$ cat config.mk
export PLATFORM = sky130hd
export DESIGN_NAME = grc_front
export DESIGN_NICKNAME = d
export VERILOG_FILES = /design/src/design/grc_pkg.sv /design/src/design/grc_front.sv
export SDC_FILE = /design/constraint.sdc
export NUM_CORES = 1
export LEC_CHECK = 0
export BUFFER_PORTS_ARGS = -buffer_cell sky130_fd_sc_hd__buf_2
export CORE_MARGIN = 3
export CORE_UTILIZATION = 35
export CTS_CLUSTER_DIAMETER = 120
export CTS_CLUSTER_SIZE = 28
export DETAILED_ROUTE_END_ITERATION = 8
export PLACE_DENSITY = 0.67
export RECOVER_POWER = 25
export SYNTH_ARGS = -nofsm -noshare
export SYNTH_HDL_FRONTEND = slang
export SYNTH_SLANG_ARGS = --single-unit
$ cat constraint.sdc
create_clock -name i_clk -period 2 [get_ports i_clk]
set_input_delay 0.4 -clock i_clk [delete_from_list [all_inputs] [get_ports i_clk]]
set_output_delay 0.4 -clock i_clk [all_outputs]
set_load 0.005 [all_outputs]
$ cat src/design/grc_pkg.sv
package grc_pkg;

    localparam int MAP_CELLS_MAX_DEF = 1024;
    localparam int SCREEN_W = 320;
    localparam int SCREEN_H = 240;
    localparam int TEX_SIZE = 64;
    localparam int HALF_H = SCREEN_H / 2;

    // shared divider: dividend and divisor widths
    localparam int DVD_W = 33;
    localparam int DSR_W = 41;
    // cell distances (sideDist) and per-cell deltas
    localparam int DIST_W = 41;
    localparam int DXY_W = 34;
    // line height width
    localparam int LH_W = $clog2(SCREEN_H * 65536 + 1);

    localparam logic [DXY_W-1:0] DIST_INF = DXY_W'(64'h2_0000_0000);
    localparam logic [21:0] SAT22 = 22'h3F_FFFF;
    localparam logic [23:0] SAT24 = 24'hFF_FFFF;

    localparam logic ACT_WRITE = 1'b0;
    localparam logic ACT_CAST = 1'b1;

    typedef enum logic [2:0] {
        CFG_POS_X = 3'd0,
        CFG_POS_Y = 3'd1,
        CFG_DIR_X = 3'd2,
        CFG_DIR_Y = 3'd3,
        CFG_PLANE_X = 3'd4,
        CFG_PLANE_Y = 3'd5,
        CFG_MAP_SIDE = 3'd6
    } t_cfg_idx;

    typedef struct packed {
        logic action;
        logic [9:0] cell_index;
        logic [3:0] cell_value;
        logic [8:0] column;
    } t_in_item;

    typedef struct packed {
        logic [8:0] column_out;
        logic [3:0] texture_id;
        logic hit_side;
        logic [23:0] perp_dist;
        logic [7:0] wall_bottom;
        logic [7:0] wall_top;
        logic [5:0] tex_x;
        logic [21:0] tex_start;
        logic [21:0] tex_step;
        logic out_of_bounds;
    } t_out_item;

    typedef struct packed {
        logic [20:0] pos_x;
        logic [20:0] pos_y;
        logic signed [17:0] dir_x;
        logic signed [17:0] dir_y;
        logic signed [17:0] plane_x;
        logic signed [17:0] plane_y;
        logic [5:0] map_side;
    } t_cfg;

    // queued work between front and back
    typedef struct packed {
        logic is_cast;
        logic [9:0] idx;
        logic [3:0] val;
        logic [8:0] col;
    } t_task;

endpackage

$ cat src/design/grc_front.sv
module grc_front (
    input logic i_clk,
    input logic i_rst_n,
    input logic i_valid,
    input grc_pkg::t_in_item i_item,
    output logic o_stall,
    input logic i_clearing,
    input logic i_pop,
    output logic o_empty,
    output grc_pkg::t_task o_task
);
    import grc_pkg::*;

    t_task r_q [2];
    logic r_wp;
    logic r_rp;
    logic [1:0] r_cnt;
    logic keep;
    logic push;
    logic pop;

    // casts off the screen are taken and dropped here
    assign keep = (i_item.action == ACT_WRITE) || (32'(i_item.column) < SCREEN_W);
    assign o_stall = (r_cnt == 2'd2) || i_clearing;
    assign push = i_valid && !o_stall && keep;
    assign pop = i_pop && (r_cnt != 2'd0);
    assign o_empty = (r_cnt == 2'd0);
    assign o_task = r_q[r_rp];

    always_ff @(posedge i_clk) begin
        if (!i_rst_n) begin
            r_wp <= 1'b0;
            r_rp <= 1'b0;
            r_cnt <= 2'd0;
        end else begin
            if (push) begin
                r_wp <= ~r_wp;
            end
            if (pop) begin
                r_rp <= ~r_rp;
            end
            if (push && !pop) begin
                r_cnt <= r_cnt + 2'd1;
            end else if (pop && !push) begin
                r_cnt <= r_cnt - 2'd1;
            end
        end
    end

    always_ff @(posedge i_clk) begin
        if (push) begin
            r_q[r_wp] <= '{is_cast: i_item.action == ACT_CAST, idx: i_item.cell_index,
                           val: i_item.cell_value, col: i_item.column};
        end
    end
endmodule

After elaboration in Yosys (flattened, before gate mapping)
Memory sizes are Yosys's and may differ from the RTL's. A register that Yosys moved wholly into a read port is not among the register bits.
Index checks and enable logic that the tools add are counted.

cells by class
  reduce and logical (&&, ||, !) cells = 13
  add/sub/neg operators = 2
  multiplexer cells = 6
  bitwise operators = 3
  equality and inequality tests = 1
  $lt $le $gt $ge = 1

operators with widths
  kind                 number
  $lt 9x9->1 const B   1
  $logic_and 1x1->1    5
  $mux 1               4
  $mux 2               2
  $reduce_bool 2->1    2
  $logic_not 1->1      3
  $not 1->1            3
  $add 2x1->2 const B  1
  $eq 2x2->1 const B   1
  $logic_not 2->1      1
  $logic_or 1x1->1     2
  $sub 2x1->2 const B  1

word-level totals
  bits in writable memories = 48
  output and inout port bits = 26
  bits of input ports = 29
  flip-flop bits (word level) = 4
  memories = 1

memories
  name  depth  width  rd ports  clocked after Yosys merged registers in  write ports  line             text
  r_q   2      24     1         1                                        1            grc_front.sv:14  t_task r_q [2];

Logic depth before layout (Yosys ltp)
Gate-level depths: netlist (run 1).

  depth in word-level cells = 9
  depth in mapped cells = 6
  mapped depth without buffers = 6

Worst setup path before layout (run 1)
OpenSTA, ideal clock, no wires.

  path kind = input to register
  from = in i_item[7] (netlist bit)
  to = mem r_q[1][0] (netlist bit) (enable)
  library setup time = 383 ps
  cell stages on the path = 3
  required time = 1617 ps
  setup slack = 158 ps
  data arrival time = 1459 ps
  cell sequence = o211ai_1 -> and4b_1 -> and2_1

on the way
  cells in the longest elaborated chain, start to end = 5

ends and longest elaborated chain
  what                          line             text
  from (decl)                   grc_front.sv:5   input grc_pkg::t_in_item i_item,
  $lt 9x9->1                    grc_front.sv:23  assign keep = (i_item.action == ACT_WRITE) || (32'(i_item.column) < SCREEN_W);
  $logic_or 1x1->1              grc_front.sv:23
  $logic_and 1x1->1             grc_front.sv:25  assign push = i_valid && !o_stall && keep;
  $mux 1                        grc_front.sv:51  if (push) begin
  $mux 1 (not written as such)  grc_front.sv:52  r_q[r_wp] <= '{is_cast: i_item.action == ACT_CAST, idx: i_item.cell_index,
  to (decl)                     grc_front.sv:14

No other way between the ends.

==> out/metrics.yaml, run 1 <==
track_usage_pct: 10.3
hold_viol: 0
worst_slew_pin_slew_ps: 228
overflow: 0
power_frac_comb_pct: 25.5
dieArea_um2: 6580
wl_um: 3330
clock_sinks: 53
diodes: 0
vias_per_cell: 4.58
io_buffers: 54
clock_latency_ps: 300
cts_root_buf: "clkbuf_8"
num_vias: 1077
core_region_area_um2: 5270
grt_pass1_wl_um: 4990
fp-row-count: 26
syn_area_per_cell_um2: 19.6
wl_per_cell_um: 14.2
max_stage_delay_ps: 420
first_iter_violations: 31
outcome: "finished, final reports clean"
post_cts_buffers: 0
die_w_um: 81.1
maxSlewViolCount: 0
syn_to_final_growth_pct: 23.8
cts_hold_buf: 0
synthArstFlopShare_pct: 0
pwr_density_cell_nw_per_um2: 1060
critPathArrivalTime_ps: 1390
ant_nets: 0
nFillCells: 504
pwr-share-clk_pct: 22.0
worstPathMaxFanout: 22
seq_area_um2: 1540
grt_antenna_before_repair: 0
clockBufferDepth: 2
synth_cells: 101
hpwl_um: 2440
fin_crit_sh_pct: 89.7
layout-drive-gt1-share_pct: 49.7
worstSetupPathType: "reg -> out"
synth-seq-cells: 53
max_freq_mhz: 557
fin_cells: 235
drtPass1Iterations: 4
post-place-ws_ps: 130
routabilityCongestion: 0.678
slew_headroom_pct: 84.7
syn-cell-area_um2: 1980
grt_max_degree: 23
post-route-util_pct: 46.4
synthTopCellsByCount: "edfxtp_1, mux2_2, dfxtp_1"
die_h_um: 81.1
critPathSlowestCell: "dfxtp_1"
swShare_pct: 25.2
path_clk_slew_ps: 90
vdd_ir_drop_max_v: 0.000412
cap_violations: 0
pwr-share-seq_pct: 52.5
finalWorstSetupSlack_ps: 206
synth-edff-count: 48
yosysSeqAreaShare_pct: 78.0
drcViolationCount: 0
setup_viol: 0
hp-class: "in -> reg"
path_cells: "buf_12 > mux2_2 > buf_2"
multiInputGateArea_um2: 419
finalClockSkew_ps: 4.55
post_cts_resized: 0
period_needed_ps: 1790
yosysWarnings: 0
p_int_w: 0.00194
ioPinCount: 55
cp-end-kind: "output pin"
p_leak_nw: 0.884
cts_tree: "built"
htree_levels: 2
synth.area.top_cells: "edfxtp_1, mux2_2, dfxtp_1, and2_1, nand2b_1"
worstSetupStartpointType: "flop"
ys_dominant_reg_cell: "edfxtp_1"
yosysMostFrequentCell: "edfxtp_1"
yosysTopAreaCell: "edfxtp_1"
placed_cells: 227
critPathRequiredTime_ps: 1600
first_global_vias: 1087
rsz0062_at_grt: "no"
synth.top_cell.area_share_pct: 73.0
synth_cell_type_count: 19
power_switching_w: 0.000655
cts_buffers: 5
tns_ps: 0
syn_nets: 131
initial_utilization_pct: 37.5
nets: 194
## stage by stage
step,hold slack (ps),instance area [um2],power [W]
after floorplan,447,1980,0.00178
after global routing,268,2450,0.00275
after CTS,273,2460,0.00264
after detailed placement,485,2370,0.00207
final,284,2450,0.00259
after global placement,461,2370,0.00205
## placed cells by master (no fill, tap or decap)
cell type / instances
clkbuf_8: 5
buf_12: 1
edfxtp_1: 48
o21ai_1: 1
xor2_1: 1
dfxtp_1: 5
or3_1: 1
clkbuf_1: 9
buf_2: 46
o211ai_1: 1
clkinvlp_4: 2
ha_1: 1
mux2_2: 24
a21boi_1: 1
nand2b_1: 3
buf_4: 4
xnor2_1: 2
and4b_1: 1
nand2_1: 1
nor2_1: 1
mux2i_1: 1
and2b_1: 1
o21ai_0: 1
and2_1: 4
## power groups by stage
stage / Sequential [W] / Combinational (W) / Clock, W
finish: 0.00136 / 0.000661 / 0.000572
global placement: 0.00138 / 0.000663 / 0
detailed placement: 0.00139 / 0.000678 / 0
global route: 0.00137 / 0.000733 / 0.000638
CTS: 0.00136 / 0.000683 / 0.000593
floorplan: 0.00137 / 0.000411 / 0
## metal layers
metal | up-vias | track usage [%] | routed length, um
met5 | - | 0 | 0
met1 | 522 | 11.4 | 1340
li1 | 511 | - | -
met4 | 0 | 3.04 | 11
met2 | 42 | 18.6 | 1700
met3 | 2 | 3.88 | 281
## flip-flops by register name, indices dropped and copies added (netlist names), named ones only
signal and flops:
r_cnt 2, r_rp 1, r_wp 1, r_q 48
## cell families after synthesis
| group | after synthesis | share of synthesized area [%] |
|---|---|---|
| compound gates | 4 | 1.27 |
| fa+ha+maj | 1 | 0.633 |
| buf+inv | 3 | 0.760 |
| xor+xnor | 3 | 1.33 |
| mux | 25 | 14.2 |
| flops | 53 | 78.0 |
| simple gates | 12 | 3.80 |
## critical path: cells and delay by family (launching register included)
family / cells / cell delay (ps)
buffers and inverters: 2 / 330
DFF: 1 / 420
muxes: 1 / 350
## path summary, 6_finish.rpt
kind	depth (start not counted)	startpoint	endpoint	slack, ps
setup / recovery	3	flop	o_task[12]	210
hold / removal	1	i_item[14]	r_q[1][14]	280
setup reg to reg	5	r_cnt[0]	r_cnt[1]	270
hold reg to reg	2	r_wp	r_wp	490
## area by class of cell
| cell class | count | area share [%] |
|---|---|---|
| clock buffers | 6 | 2.97 |
| clock inverters | 2 | 0.614 |
| multi-input cells | 45 | 17.1 |
| flip-flops and latches | 53 | 63.0 |
| well taps | 70 | 3.58 |
| repair buffers | 59 | 12.7 |
(Power assumes the default switching activity.)
==> inputs of run 2 (changes only) <==
--- a/config.mk
+++ b/config.mk
@@ -13,6 +13,7 @@
 export DETAILED_ROUTE_END_ITERATION = 8
 export PLACE_DENSITY = 0.67
 export RECOVER_POWER = 25
+export REMOVE_ABC_BUFFERS = 1
 export SYNTH_ARGS = -nofsm -noshare
 export SYNTH_HDL_FRONTEND = slang
 export SYNTH_SLANG_ARGS = --single-unit
==> run 2 against run 1 <==
Clock skew is essentially flat. Non-clock buffer count down 2. Die area unchanged. Final cell count is 0.85% lower. Sequential cell count stayed put. Global-route usage grew 0.46 points. Core utilization unchanged. Maximum frequency fell by 1.7%. Wire length rose by 0.93%. Via count fell by 2.0%. Highest routed layer unchanged.
==> out/metrics.yaml, run 2 (same netlist as run 1, synthesis figures left out) <==
hp-start: "i_item[1]"  # was i_item[14]
finalWorstSetupSlack_ps: 174  # was 206 ps
hpwl_um: 2390  # was 2440 um
htree_levels: 2  # unchanged
wl_per_cell_um: 14.4  # was 14.2 um
reg2regPathDepth: 5  # unchanged
io_buffers: 54  # unchanged
diodes: 0  # unchanged
wl_um: 3360  # was 3330 um
post_cts_buffers: 0  # unchanged
cts_buffers: 5  # unchanged
path_clk_slew_ps: 90  # about the same
drcViolationCount: 0  # unchanged
fp-row-count: 26  # unchanged
post_cts_resized: 0  # unchanged
regMostFlops: "r_q"  # unchanged
fin_cells: 233  # was 235
clock_sinks: 53  # unchanged
reg_top3: "r_q (48), r_cnt (2)"  # unchanged
first_global_vias: 1150  # was 1087
first_iter_violations: 30  # was 31
final_common_cell: "buf_2"  # was edfxtp_1
period_needed_ps: 1830  # was 1790 ps
worst_slew_pin_slew_ps: 310  # was 228 ps
dpl_cell_area_um2: 2370  # about the same
overflow: 0  # unchanged
grt_antenna_before_repair: 0  # unchanged
pwr_density_cell_nw_per_um2: 1050  # was 1060 nW/um2
clockBufferDepth: 2  # unchanged
drtPass1Iterations: 2  # was 4
cp-end-kind: "output pin"  # unchanged
syn_to_final_growth_pct: 23.8  # unchanged
post-place-ws_ps: 104  # was 130 ps
hold_viol: 0  # unchanged
worstSetupPathType: "reg -> out"  # unchanged
worstPathMaxFanout: 24  # was 22
cts_root_buf: "clkbuf_8"  # unchanged
outcome: "finished, final reports clean"  # unchanged
final_cell_mix: "buf_2, edfxtp_1, mux2_2"  # was edfxtp_1, buf_2, mux2_2, clkbuf_1
setup_viol: 0  # unchanged
final_area_um2: 2450  # unchanged
slew_headroom_pct: 79.3  # was 84.7%
r2r-end: "r_cnt[1]"  # unchanged
fin_crit_sh_pct: 91.3  # was 89.7%
critPathRequiredTime_ps: 1600  # about the same
vdd_ir_drop_max_v: 0.000489  # was 0.000412 V
worstSetupStartpointType: "flop"  # unchanged
maxSlewViolCount: 0  # unchanged
largest_reg_flops: 48  # unchanged
critPathArrivalTime_ps: 1430  # was 1390 ps
initial_utilization_pct: 37.5  # unchanged
nets: 192  # was 194
rsz0062_at_grt: "no"  # unchanged
clock_latency_ps: 290  # was 300 ps
vias_per_cell: 4.53  # was 4.58
routabilityCongestion: 0.674  # was 0.678
ioPinCount: 55  # unchanged
grt_max_degree: 25  # was 23
dieArea_um2: 6580  # unchanged
track_usage_pct: 10.8  # was 10.3%
cts_hold_buf: 0  # unchanged
placed_cells: 225  # was 227
ff2ff_setup_slack_ps: 230  # was 270 ps
die_w_um: 81.1  # unchanged
finalClockSkew_ps: 4.70  # was 4.55 ps
min_to: "r_q[1][1]"  # was r_q[1][14]
num_vias: 1055  # was 1077
max_freq_mhz: 548  # was 557 MHz
grt_pass1_wl_um: 5230  # was 4990 um
regToRegStartpoint: "r_cnt[0]"  # unchanged
whs_path_depth: 1  # unchanged
cap_violations: 0  # unchanged
layout-drive-gt1-share_pct: 50.9  # was 49.7%
p_leak_nw: 0.893  # was 0.884 nW
tns_ps: 0  # unchanged
core_region_area_um2: 5270  # unchanged
die_h_um: 81.1  # unchanged
cts_tree: "built"  # unchanged
ant_nets: 0  # unchanged
hp-class: "in -> reg"  # unchanged
==> run 2: changes by cell type in the layout (fill, tap and decap cells not counted) <==
cell	previous run	this run
clkbuf_1	9	5
buf_2	46	49
buf_4	4	1
clkinvlp_4	2	0
buf_12	1	2
clkinv_1	0	1
clkinv_2	0	1
clkinv_4	0	1
==> run 2: worst max-delay path by stage <==
stage          slack (ps)   endpoint      start
6_report              170  o_task[8]       flop
3_5_place_dp          100   r_cnt[1]  i_item[7]
3_3_place_gp          220   r_cnt[1]  i_item[7]
2_1_floorplan         160  r_q[1][0]  i_item[7]
5_1_grt                80  o_task[8]       flop
4_1_cts               140  o_task[8]       flop
==> run 2: per-stage QoR <==
step / hold WS, ps / util (%) / total power (W)
2_1_floorplan: 447 / - / 0.00176
3_3_place_gp: 460 / 44.9 / 0.00202
3_5_place_dp: 500 / 44.9 / 0.00205
4_1_cts: 276 / 46.5 / 0.00262
5_1_grt: 261 / 46.4 / 0.00273
6_report: 289 / 46.4 / 0.00257
==> run 2: final cells by class <==
class | count | area, um2
clock buffers | 5 | 68.8
fillers | 485 | 2820
flip-flops and latches | 53 | 1540
clock inverters | 3 | 17.5
repair buffers | 57 | 312
well taps | 70 | 87.6
multi-input cells | 45 | 419
==> run 2: per-layer routing <==
layer / global-route usage, % / vias up / wire (um)
met5: 0 / - / 0
met4: 4.56 / 0 / 14
met3: 3.22 / 2 / 262
met2: 20.4 / 39 / 1810
met1: 10.9 / 506 / 1270
li1: - / 508 / -
==> run 2: worst max-delay path, stage by stage, from the launching register on <==
cell and delay, ps:
dfxtp_1 310, buf_4 300, mux2_2 380, buf_2 140
==> run 2: report_power, final <==
part | internal (W) | switching [W]
clock | 0.000242 | 0.000322
combinational | 0.000363 | 0.000287
sequential | 0.00131 | 0.0000448
